===== src/hw/rtl/rhc_pkg.sv =====
// shared constants, types and codes for the rgb to hsv converter
`default_nettype none

package rhc_pkg;

    localparam int COMPONENT_BITS    = 8;
    localparam int HUE_FRACTION_BITS = 6;

    // component width used inside the datapath
    localparam int CW = COMPONENT_BITS;

    // fixed widths of the channel fields
    localparam int FIELD_W = 8;
    localparam int HUE_W   = 15;

    // hue scale: one sixth and one full turn in fixed point
    localparam int HUE_SIXTH = 60 << HUE_FRACTION_BITS;
    localparam int HUE_TURN  = 360 << HUE_FRACTION_BITS;

    // quotient bits: hue ratio never exceeds one sixth, saturation never exceeds full scale
    localparam int HUE_QW = $clog2(HUE_SIXTH + 1);
    localparam int QW     = (HUE_QW > CW) ? HUE_QW : CW;
    localparam int DW     = QW + CW;

    // signed width for base plus or minus ratio, before wrap
    localparam int HW = $clog2(HUE_TURN) + 2;

    typedef logic [CW-1:0] comp_t;

    typedef enum logic [1:0] {
        SEL_RED,
        SEL_GREEN,
        SEL_BLUE
    } sel_t;

    typedef struct packed {
        logic  max_zero;
        logic  delta_zero;
        logic  neg;
        sel_t  sel;
        comp_t brightness;
    } side_t;

endpackage

`default_nettype wire


===== src/hw/rtl/rhc_ifs.sv =====
// pixel and hsv stream interfaces
`default_nettype none

interface rhc_rgb_if
    import rhc_pkg::*;
();
    logic               valid;
    logic               ready;
    logic [FIELD_W-1:0] red;
    logic [FIELD_W-1:0] green;
    logic [FIELD_W-1:0] blue;

    modport source (output valid, output red, output green, output blue, input ready);
    modport sink   (input valid, input red, input green, input blue, output ready);
endinterface

interface rhc_hsv_if
    import rhc_pkg::*;
();
    logic               valid;
    logic               ready;
    logic [HUE_W-1:0]   hue;
    logic               hue_valid;
    logic [FIELD_W-1:0] saturation;
    logic [FIELD_W-1:0] brightness;

    modport source (output valid, output hue, output hue_valid, output saturation,
                    output brightness, input ready);
    modport sink   (input valid, input hue, input hue_valid, input saturation,
                    input brightness, output ready);
endinterface

`default_nettype wire


===== src/hw/rtl/rhc_prep.sv =====
// front stages: max, min, hue sector, difference, then divider operands
`default_nettype none

module rhc_prep
    import rhc_pkg::*;
(
    input  wire logic          clk,
    input  wire logic          rst_n,
    input  wire logic          en,
    input  wire logic          in_valid,
    input  wire comp_t         red,
    input  wire comp_t         green,
    input  wire comp_t         blue,
    output logic               out_valid,
    output logic [DW-1:0]      hue_num,
    output logic [DW-1:0]      sat_num,
    output comp_t              hue_den,
    output comp_t              sat_den,
    output side_t              side
);

    // stage a registers
    logic  va_reg;
    comp_t mx_a_reg, mx_a_next;
    comp_t mn_a_reg, mn_a_next;
    comp_t mag_a_reg, mag_a_next;
    logic  neg_a_reg, neg_a_next;
    sel_t  sel_a_reg, sel_a_next;

    // stage b registers
    logic          vb_reg;
    logic [DW-1:0] hue_num_reg, hue_num_next;
    logic [DW-1:0] sat_num_reg, sat_num_next;
    comp_t         delta_reg, delta_next;
    comp_t         mx_b_reg;
    side_t         side_reg, side_next;

    logic r_top, g_top;
    comp_t d_gb, d_bg, d_br, d_rb, d_rg, d_gr;

    always_comb
    begin
        // first component equal to the max wins, red then green then blue
        r_top = (red >= green) && (red >= blue);
        g_top = !r_top && (green >= blue);

        d_gb = green - blue;
        d_bg = blue - green;
        d_br = blue - red;
        d_rb = red - blue;
        d_rg = red - green;
        d_gr = green - red;

        mx_a_next = (red > green) ? red : green;
        if (blue > mx_a_next)
        begin
            mx_a_next = blue;
        end
        mn_a_next = (red < green) ? red : green;
        if (blue < mn_a_next)
        begin
            mn_a_next = blue;
        end

        if (r_top)
        begin
            sel_a_next = SEL_RED;
            neg_a_next = green < blue;
            mag_a_next = neg_a_next ? d_bg : d_gb;
        end
        else if (g_top)
        begin
            sel_a_next = SEL_GREEN;
            neg_a_next = blue < red;
            mag_a_next = neg_a_next ? d_rb : d_br;
        end
        else
        begin
            sel_a_next = SEL_BLUE;
            neg_a_next = red < green;
            mag_a_next = neg_a_next ? d_gr : d_rg;
        end
    end

    always_comb
    begin
        delta_next   = mx_a_reg - mn_a_reg;
        hue_num_next = DW'(mag_a_reg) * DW'(HUE_SIXTH);
        // delta times full scale, full scale being all ones
        sat_num_next = (DW'(delta_next) << CW) - DW'(delta_next);

        side_next.max_zero   = (mx_a_reg == '0);
        side_next.delta_zero = (delta_next == '0);
        side_next.neg        = neg_a_reg;
        side_next.sel        = sel_a_reg;
        side_next.brightness = mx_a_reg;
    end

    always_ff @(posedge clk or negedge rst_n)
    begin
        if (!rst_n)
        begin
            va_reg <= 1'b0;
            vb_reg <= 1'b0;
        end
        else if (en)
        begin
            va_reg <= in_valid;
            vb_reg <= va_reg;
        end
    end

    always_ff @(posedge clk)
    begin
        if (en)
        begin
            mx_a_reg    <= mx_a_next;
            mn_a_reg    <= mn_a_next;
            mag_a_reg   <= mag_a_next;
            neg_a_reg   <= neg_a_next;
            sel_a_reg   <= sel_a_next;
            hue_num_reg <= hue_num_next;
            sat_num_reg <= sat_num_next;
            delta_reg   <= delta_next;
            mx_b_reg    <= mx_a_reg;
            side_reg    <= side_next;
        end
    end

    assign out_valid = vb_reg;
    assign hue_num   = hue_num_reg;
    assign sat_num   = sat_num_reg;
    assign hue_den   = delta_reg;
    assign sat_den   = mx_b_reg;
    assign side      = side_reg;

endmodule

`default_nettype wire


===== src/hw/rtl/rhc_div_pipe.sv =====
// pipelined restoring divider, two lanes, one quotient bit per stage
`default_nettype none

module rhc_div_pipe
    import rhc_pkg::*;
(
    input  wire logic          clk,
    input  wire logic          rst_n,
    input  wire logic          en,
    input  wire logic          in_valid,
    input  wire logic [DW-1:0] hue_num,
    input  wire logic [DW-1:0] sat_num,
    input  wire comp_t         hue_den,
    input  wire comp_t         sat_den,
    input  wire side_t         side_in,
    output logic               out_valid,
    output logic [QW-1:0]      hue_q,
    output logic [QW-1:0]      sat_q,
    output side_t              side_out
);

    // work word: partial remainder on top, dividend bits then quotient bits below
    typedef struct packed {
        logic [DW-1:0] work;
        comp_t         den;
    } lane_t;

    function automatic lane_t div_step(lane_t x);
        logic [CW:0] t;
        logic [CW:0] diff;
        lane_t       y;
        t      = x.work[DW-1 -: CW+1];
        diff   = t - {1'b0, x.den};
        y.den  = x.den;
        if (t >= {1'b0, x.den})
        begin
            y.work = {diff[CW-1:0], x.work[QW-2:0], 1'b1};
        end
        else
        begin
            y.work = {t[CW-1:0], x.work[QW-2:0], 1'b0};
        end
        return y;
    endfunction

    logic [QW-1:0] valid_reg;
    lane_t         hue_reg  [QW];
    lane_t         sat_reg  [QW];
    side_t         side_reg [QW];

    lane_t hue_in  [QW];
    lane_t sat_in  [QW];
    side_t side_st [QW];
    logic  [QW-1:0] valid_in;

    for (genvar s = 0; s < QW; s++)
    begin : g_stage
        if (s == 0)
        begin : g_first
            assign hue_in[s]   = '{work: hue_num, den: hue_den};
            assign sat_in[s]   = '{work: sat_num, den: sat_den};
            assign side_st[s]  = side_in;
            assign valid_in[s] = in_valid;
        end
        else
        begin : g_next
            assign hue_in[s]   = hue_reg[s-1];
            assign sat_in[s]   = sat_reg[s-1];
            assign side_st[s]  = side_reg[s-1];
            assign valid_in[s] = valid_reg[s-1];
        end

        always_ff @(posedge clk or negedge rst_n)
        begin
            if (!rst_n)
            begin
                valid_reg[s] <= 1'b0;
            end
            else if (en)
            begin
                valid_reg[s] <= valid_in[s];
            end
        end

        always_ff @(posedge clk)
        begin
            if (en)
            begin
                hue_reg[s]  <= div_step(hue_in[s]);
                sat_reg[s]  <= div_step(sat_in[s]);
                side_reg[s] <= side_st[s];
            end
        end
    end

    assign out_valid = valid_reg[QW-1];
    assign hue_q     = hue_reg[QW-1].work[QW-1:0];
    assign sat_q     = sat_reg[QW-1].work[QW-1:0];
    assign side_out  = side_reg[QW-1];

endmodule

`default_nettype wire


===== src/hw/rtl/rhc_finish.sv =====
// hue base and sign, wrap into one turn, zero cases, output register
`default_nettype none

module rhc_finish
    import rhc_pkg::*;
(
    input  wire logic          clk,
    input  wire logic          rst_n,
    input  wire logic          en,
    input  wire logic          in_valid,
    input  wire logic [QW-1:0] hue_q,
    input  wire logic [QW-1:0] sat_q,
    input  wire side_t         side,
    output logic               out_valid,
    output logic [HUE_W-1:0]   hue,
    output logic               hue_valid,
    output logic [FIELD_W-1:0] saturation,
    output logic [FIELD_W-1:0] brightness
);

    logic                valid_reg;
    logic [HUE_W-1:0]    hue_reg, hue_next;
    logic                hue_valid_reg, hue_valid_next;
    logic [FIELD_W-1:0]  sat_reg, sat_next;
    logic [FIELD_W-1:0]  bright_reg, bright_next;

    logic signed [HW-1:0] base;
    logic signed [HW-1:0] q_s;
    logic signed [HW-1:0] sum;
    logic signed [HW-1:0] wrapped;

    always_comb
    begin
        unique case (side.sel)
            SEL_RED:   base = '0;
            SEL_GREEN: base = HW'(2 * HUE_SIXTH);
            default:   base = HW'(4 * HUE_SIXTH);
        endcase

        q_s     = HW'(hue_q);
        sum     = side.neg ? (base - q_s) : (base + q_s);
        wrapped = sum[HW-1] ? (sum + HW'(HUE_TURN)) : sum;

        hue_valid_next = !side.max_zero && !side.delta_zero;
        hue_next       = hue_valid_next ? HUE_W'($unsigned(wrapped)) : '0;
        sat_next       = side.max_zero ? '0 : FIELD_W'(sat_q);
        bright_next    = FIELD_W'(side.brightness);
    end

    always_ff @(posedge clk or negedge rst_n)
    begin
        if (!rst_n)
        begin
            valid_reg <= 1'b0;
        end
        else if (en)
        begin
            valid_reg <= in_valid;
        end
    end

    always_ff @(posedge clk)
    begin
        if (en)
        begin
            hue_reg       <= hue_next;
            hue_valid_reg <= hue_valid_next;
            sat_reg       <= sat_next;
            bright_reg    <= bright_next;
        end
    end

    assign out_valid  = valid_reg;
    assign hue        = hue_reg;
    assign hue_valid  = hue_valid_reg;
    assign saturation = sat_reg;
    assign brightness = bright_reg;

endmodule

`default_nettype wire


===== src/hw/rtl/rgb_to_hsv_converter.sv =====
// rgb to hsv converter top level
//
//  channel  direction  payload                                  transaction when
//  rgb      sink       red, green, blue                         rgb.valid && rgb.ready
//  hsv      source     hue, hue_valid, saturation, brightness   hsv.valid && hsv.ready
//
// one pixel per clock sustained while the output is not stalled; the divider sets the pipeline
// depth, one quotient bit per stage
// two front stages form max, min and divider operands, one back stage forms hue
// reset clears only the valid bits; the pipeline is usable on the first cycle after reset
// a stalled output holds the whole pipeline; bubbles move forward while the
// output register is empty
`default_nettype none

module rgb_to_hsv_converter
    import rhc_pkg::*;
(
    input  wire logic  clk,
    input  wire logic  rst_n,
    rhc_rgb_if.sink    rgb,
    rhc_hsv_if.source  hsv
);

    logic en;

    logic          prep_valid;
    logic [DW-1:0] hue_num;
    logic [DW-1:0] sat_num;
    comp_t         hue_den;
    comp_t         sat_den;
    side_t         prep_side;

    logic          div_valid;
    logic [QW-1:0] hue_q;
    logic [QW-1:0] sat_q;
    side_t         div_side;

    logic          out_valid;

    assign en        = !out_valid || hsv.ready;
    assign rgb.ready = en;
    assign hsv.valid = out_valid;

    rhc_prep u_prep (
        .clk       (clk),
        .rst_n     (rst_n),
        .en        (en),
        .in_valid  (rgb.valid),
        .red       (CW'(rgb.red)),
        .green     (CW'(rgb.green)),
        .blue      (CW'(rgb.blue)),
        .out_valid (prep_valid),
        .hue_num   (hue_num),
        .sat_num   (sat_num),
        .hue_den   (hue_den),
        .sat_den   (sat_den),
        .side      (prep_side)
    );

    rhc_div_pipe u_div (
        .clk       (clk),
        .rst_n     (rst_n),
        .en        (en),
        .in_valid  (prep_valid),
        .hue_num   (hue_num),
        .sat_num   (sat_num),
        .hue_den   (hue_den),
        .sat_den   (sat_den),
        .side_in   (prep_side),
        .out_valid (div_valid),
        .hue_q     (hue_q),
        .sat_q     (sat_q),
        .side_out  (div_side)
    );

    rhc_finish u_finish (
        .clk        (clk),
        .rst_n      (rst_n),
        .en         (en),
        .in_valid   (div_valid),
        .hue_q      (hue_q),
        .sat_q      (sat_q),
        .side       (div_side),
        .out_valid  (out_valid),
        .hue        (hsv.hue),
        .hue_valid  (hsv.hue_valid),
        .saturation (hsv.saturation),
        .brightness (hsv.brightness)
    );

endmodule

`default_nettype wire


===== src/flat_wrapper.sv =====
// flat-port wrapper written by rule: the top's interface ports become plain ports
module rgb_to_hsv_converter_flat import rhc_pkg::*;
  (clk, rst_n, rgb_valid, rgb_red, rgb_green, rgb_blue, rgb_ready, hsv_valid, hsv_hue, hsv_hue_valid, hsv_saturation, hsv_brightness, hsv_ready);
  rhc_rgb_if rgb_i ();
  rhc_hsv_if hsv_i ();
  input  wire logic clk;
  input  wire logic rst_n;
  input wire logic [$bits(rgb_i.valid)-1:0] rgb_valid;
  input wire logic [$bits(rgb_i.red)-1:0] rgb_red;
  input wire logic [$bits(rgb_i.green)-1:0] rgb_green;
  input wire logic [$bits(rgb_i.blue)-1:0] rgb_blue;
  output wire logic [$bits(rgb_i.ready)-1:0] rgb_ready;
  output wire logic [$bits(hsv_i.valid)-1:0] hsv_valid;
  output wire logic [$bits(hsv_i.hue)-1:0] hsv_hue;
  output wire logic [$bits(hsv_i.hue_valid)-1:0] hsv_hue_valid;
  output wire logic [$bits(hsv_i.saturation)-1:0] hsv_saturation;
  output wire logic [$bits(hsv_i.brightness)-1:0] hsv_brightness;
  input wire logic [$bits(hsv_i.ready)-1:0] hsv_ready;
  assign rgb_i.valid = rgb_valid;
  assign rgb_i.red = rgb_red;
  assign rgb_i.green = rgb_green;
  assign rgb_i.blue = rgb_blue;
  assign rgb_ready = rgb_i.ready;
  assign hsv_valid = hsv_i.valid;
  assign hsv_hue = hsv_i.hue;
  assign hsv_hue_valid = hsv_i.hue_valid;
  assign hsv_saturation = hsv_i.saturation;
  assign hsv_brightness = hsv_i.brightness;
  assign hsv_i.ready = hsv_ready;
  rgb_to_hsv_converter u_core (.clk(clk), .rst_n(rst_n), .rgb(rgb_i), .hsv(hsv_i));
endmodule

===== config.mk =====
export PLATFORM = sky130hd
export DESIGN_NAME = rgb_to_hsv_converter_flat
export DESIGN_NICKNAME = d
export VERILOG_FILES = /design/src/hw/rtl/rhc_pkg.sv /design/src/hw/rtl/rhc_ifs.sv /design/src/hw/rtl/rhc_prep.sv /design/src/hw/rtl/rhc_div_pipe.sv /design/src/hw/rtl/rhc_finish.sv /design/src/hw/rtl/rgb_to_hsv_converter.sv /design/src/flat_wrapper.sv
export SDC_FILE = /design/constraint.sdc
export NUM_CORES = 1
export LEC_CHECK = 0
export ABC_AREA = 1
export BUFFER_PORTS_ARGS = -buffer_cell sky130_fd_sc_hd__buf_2
export CORE_ASPECT_RATIO = 0.9
export CORE_UTILIZATION = 50
export DETAILED_ROUTE_END_ITERATION = 8
export PLACE_DENSITY_LB_ADDON = 0.08
export SETUP_SLACK_MARGIN = 0.4
export SLEW_MARGIN = 10
export SYNTH_ARGS = -nofsm -noshare
export SYNTH_HDL_FRONTEND = slang
export SYNTH_SLANG_ARGS = --single-unit

===== constraint.sdc =====
create_clock -name clk -period 39.5 [get_ports clk]
set_input_delay 3.95 -clock clk [delete_from_list [all_inputs] [get_ports clk]]
set_output_delay 3.95 -clock clk [all_outputs]
set_load 0.05 [all_outputs]

==> results of run 1 <==
[per-stage QoR]
stage / hold slack (ps) / cells
finish: 403 / 4252
global route: 408 / 4252
CTS: 399 / 4252
detailed placement: 405 / 4111
global placement: 400 / 4111
floorplan: 400 / 3139
[critical path: cells and delay by family]
kind                   cells  cell delay, ps
and+or+nand+nor            1             600
buffers and inverters      3             530
[worst paths after layout]
path                                        startpoint                           to  cells past startpoint
max in group asynchronous                        rst_n         u_core.u_prep.va_reg                      1
hold / removal             u_core.u_div.sat_reg[0][13]  u_core.u_div.sat_reg[1][14]                      0
hold reg to reg            u_core.u_div.sat_reg[0][13]  u_core.u_div.sat_reg[1][14]                      0
min in group asynchronous                        rst_n    u_core.u_finish.out_valid                      1
setup / recovery                             hsv_ready                    rgb_ready                      4
setup reg to reg             u_core.u_finish.out_valid  u_core.u_div.hue_reg[1][48]                      4
[cells by family (layout without fill, tap and decap cells)]
| logic type | Yosys count | in the layout | synth area share |
|---|---|---|---|
| other cells | 1 | 1 | 0.000103 |
| mux | 11 | 11 | 0.00341 |
| flops | 718 | 718 | 0.592 |
| compound gates | 542 | 542 | 0.0834 |
| buf+inv | 503 | 666 | 0.0558 |
| xor+xnor | 166 | 166 | 0.0403 |
| fa+ha+maj | 328 | 328 | 0.122 |
| simple gates | 870 | 870 | 0.103 |
[Yosys cell counts (15+ instances only)]
cell type and n:
nand2_1 433, xor2_1 110, xnor2_1 55, dfrtp_1 15, nor3_1 29, nand4_1 45, buf_2 17, ha_1 285
edfxtp_1 703, fa_1 43, a21oi_1 285, inv_1 451, o21ai_0 158, nand3_1 92, o211ai_1 28, nor2_1 222
[layer usage]
layer	GRT usage	wire length, µm	vias up
met5	0	0	-
met4	0.0677	2110	0
met3	0.0289	2200	138
met2	0.325	33600	394
met1	0.212	27400	10408
li1	-	-	11105
[cell type report]
class                   count  area [µm²]
inverters                 457        1720
clock inverters            45         498
well taps                 950        1190
fillers                  5961       31500
repair buffers             68         370
multi-input cells        1918       12800
flip-flops and latches    718       21500
clock buffers              96        2100
==> out/qor.csv, run 1 <==
metric;value;unit
outcome;finished clean;
CP Max Fanout;69;
Final Core Density;0.560;
Residual DRC;0;
WS Path Type;input pin to primary output;
top cell type by total area after synthesis;edfxtp_1;
GR Overflow Total;0;
vias per cell;5.18;
Post-synth EDFFs;703;
Synth Warn #;0;
final instance area;40100;µm²
Max Slew Vio Count;0;
clock sink total;718;
final worst setup slack;30400;ps
Setup Slack @ Placement;30380;ps
arrival time worst endpoint;5150;ps
die area;73600;µm²
Max Freq;0.110;GHz
TritonRoute pass-1 iters;5;
Clk pin slew, worst setup/hold paths;60;ps
flops & latches, synth;718;
Netlist cell types;59;
RSZ-0062 raised after global routing;false;
measured slew at the worst slew-check pin;1140;ps
Critical Path, Cell by Cell;buf_2, inv_1, nand2_4, buf_2;
most common cell after layout, fill and taps aside;edfxtp_1;
Post-CTS Setup Inserts;0;
Layout area overhead;10.7;%
ranking of synthesized cells by area;edfxtp_1, ha_1, inv_1, nand2_1, a21oi_1;
crit start category;input pin;
most used cell, CP;buf_2;
Critical-path top delay cell;nand2_4;
Largest register FFs;249;
# diodes;0;
vias in the first global route;22002;
largest net degree at the start of global routing;206;
row count;93;
Synth Instances;3139;
Clock Root Buffer;clkbuf_16;
first-pass GRT wire length;107;mm
WL final;65.3;mm
DRT antenna net count;0;
Final Setup Violations;0;
Placeable Area;71700;µm²
IO Pins;62;
CP Capture Type;primary output;
critical path required time;35550;ps
Clk Latency, worst-skew pair;600;ps
relative slew slack;0.241;
via count;22045;
Die X;286;µm
proportion of layout cells with a drive suffix above 1;0.0772;
Die Y;258;µm
Sum Neg Setup Slack;0;ps
Clock Path Buffers;3;
Gates resized, CTS repair;0;
initial antenna violation count;0;
nets@finish;3597;
Initial Util;0.506;
Post-Syn Area;36300;µm²
syn_area_per_cell;11.6;µm²
Final GP Congestion;0.905;
Num CTS Buffers;78;
register area share after synthesis;0.592;
FFs w/ async S/R, synth;0.0209;
worst hold-check path type;flop to flop;
number of port buffers;61;
Tmin final;9100;ps
Post-Route Skew;20.6;ps
crit-path max cell delay;600;ps
area share of the largest cell type after synthesis;0.582;
area of placed instances;37500;µm²
R2R setup slack;35210;ps
CTS tree;built;
Max-cap violations;0;
fin crit share;0.230;
hold-fix buffers at CTS;0;
routed len/inst;15.4;µm
GRT Util Overall;0.179;
H-tree depth;3;
Post-DP HPWL;47.6;mm
DR iter-0 viols;1101;
Hold Fails Final Rpt;0;
Synth Net Count;3495;
commonest non-fill, non-tap cells in the layout;edfxtp_1, inv_1, nand2_1, a21oi_1, ha_1;
prevailing post-synth register cell;edfxtp_1;
Power of run 1 is left out: the tool's default activity adds up to more than one toggle a clock period on the data nets, which glitch-free logic cannot reach.
==> run 2: changes to the inputs <==
==> constraint.sdc (replaced) <==
create_clock -name clk -period 7.98 [get_ports clk]
set_input_delay 0.798 -clock clk [delete_from_list [all_inputs] [get_ports clk]]
set_output_delay 0.798 -clock clk [all_outputs]
set_load 0.05 [all_outputs]
==> out/qor.csv, run 2 (same netlist as run 1, synthesis figures left out) <==
metric;value;unit
outcome;finished clean;
vias in the first global route;21712;
Layout area overhead;10.4;%
hold-fix buffers at CTS;0;
CP Capture Type;flop;
FF/Latch Area;21500;µm²
Final Core Density;0.559;
most used cell, CP;nand2_1;
worst hold-check path type;input pin to async pin;
proportion of layout cells with a drive suffix above 1;0.0737;
Sum Neg Setup Slack;0;ps
Clk Latency, worst-skew pair;610;ps
Placeable Area;71700;µm²
DR WL met2;31.7;mm
Largest register FFs;249;
R2R setup slack;4790;ps
Critical Path, Cell by Cell;buf_2, inv_1, ha_1, fa_1, inv_1, nand3_1, nand2_1, nand2_2, nand2_4, nand2_2, o21ai_0, ha_1, a21oi_1, o21ai_0, nand2_1, o211ai_1, nand2_1, inv_1, nand2_1, o21ai_0;
row count;93;
wire length on met1;29.6;mm
FF-to-FF path depth;11;
Gates resized, CTS repair;0;
Final GP Congestion;0.900;
fin crit share;0.479;
relative slew slack;0.239;
area of placed instances;37600;µm²
H-tree depth;3;
GRT Util Overall;0.181;
Die X;286;µm
area of the multi-input gates;12800;µm²
top layer used by detailed routing;met4;
Post-CTS Setup Inserts;0;
TritonRoute pass-1 iters;5;
initial antenna violation count;0;
buffers and inverters on the worst path;4;
Initial Util;0.506;
crit start category;input pin;
CP delay by family, top;adder cells;
measured slew at the worst slew-check pin;1140;ps
# diodes;0;
routed len/inst;15.5;µm
vias per cell;5.20;
Max Freq;0.261;GHz
largest net degree at the start of global routing;183;
first-pass GRT wire length;108;mm
clock sink total;718;
Residual DRC;0;
CTS tree;built;
critical path required time;8320;ps
Die Y;258;µm
via count;22078;
FF-to-FF End;u_core.u_prep.hue_num[18];
Final Setup Violations;0;
DRT antenna net count;0;
final instance area;40100;µm²
crit-path max cell delay;440;ps
WS Path Type;input pin to flop;
Critical-path top delay cell;o21ai_0;
Max Slew Vio Count;0;
GR Overflow Total;0;
Max-cap violations;0;
CP Max Fanout;25;
r2r startpoint;u_core.u_prep.mag_a_reg[1];
WL final;66.1;mm
RSZ-0062 raised after global routing;false;
Post-Route Skew;19.4;ps
die area;73600;µm²
metal3 WL;2.48;mm
Hold Fails Final Rpt;0;
IO Pins;62;
most common cell after layout, fill and taps aside;edfxtp_1;
commonest non-fill, non-tap cells in the layout;edfxtp_1, inv_1, nand2_1, a21oi_1, ha_1;
arrival time worst endpoint;4170;ps
Clock Root Buffer;clkbuf_16;
Fillers;5952;
Clk pin slew, worst setup/hold paths;60;ps
DR iter-0 viols;1239;
Num CTS Buffers;76;
number of port buffers;61;
Tmin final;3830;ps
Clock Path Buffers;3;
Post-DP HPWL;48.0;mm
nets@finish;3594;
-- run 2: cell types whose count changed in the layout (fill, tap and decap cells not counted), moves of 2 or more --
cell        delta
clkbuf_16      -4
clkinv_4       -2
buf_4          -3
clkinv_1       +6
clkinv_2       -5
inv_16         +2
clkinvlp_4     -4
buf_12         +2
inv_6          +3
clkbuf_1       +3
-- run 2: final cells by class --
class                           count  area share
Clock inverter                     45      0.0127
Tap cell                          950      0.0297
Sequential cell                   718       0.536
Clock buffer                       94      0.0499
Multi-Input combinational cell   1918       0.319
Timing Repair Buffer               67     0.00968
Inverter                          457      0.0429
-- run 2: worst max path at each step --
stage,startpoint,to,cells past startpoint
finish,rgb_red[0],u_core.u_prep.mx_a_reg[6],20
global route,rgb_red[0],u_core.u_prep.mx_a_reg[6],20
CTS,rgb_red[0],u_core.u_prep.mx_a_reg[6],20
detailed placement,rgb_red[0],u_core.u_prep.mx_a_reg[6],20
global placement,rgb_red[0],u_core.u_prep.mx_a_reg[1],20
floorplan,hsv_ready,u_core.u_div.valid_in[2],4
-- run 2: stage by stage --
step	std cells	setup slack [ps]	hold WS (ps)
after floorplan	3139	856	400
after global placement	4110	3470	400
after detailed placement	4110	3500	405
after CTS	4249	4130	49.4
after global routing	4249	3850	66.1
final	4249	4150	87.9
-- run 2: metal layers --
metal / track usage / up-vias
met3: 0.0292 / 128
met2: 0.307 / 421
met4: 0.0688 / 0
li1: - / 11092
met1: 0.235 / 10437
met5: 0 / -
Power of run 2 is left out for the same reason.
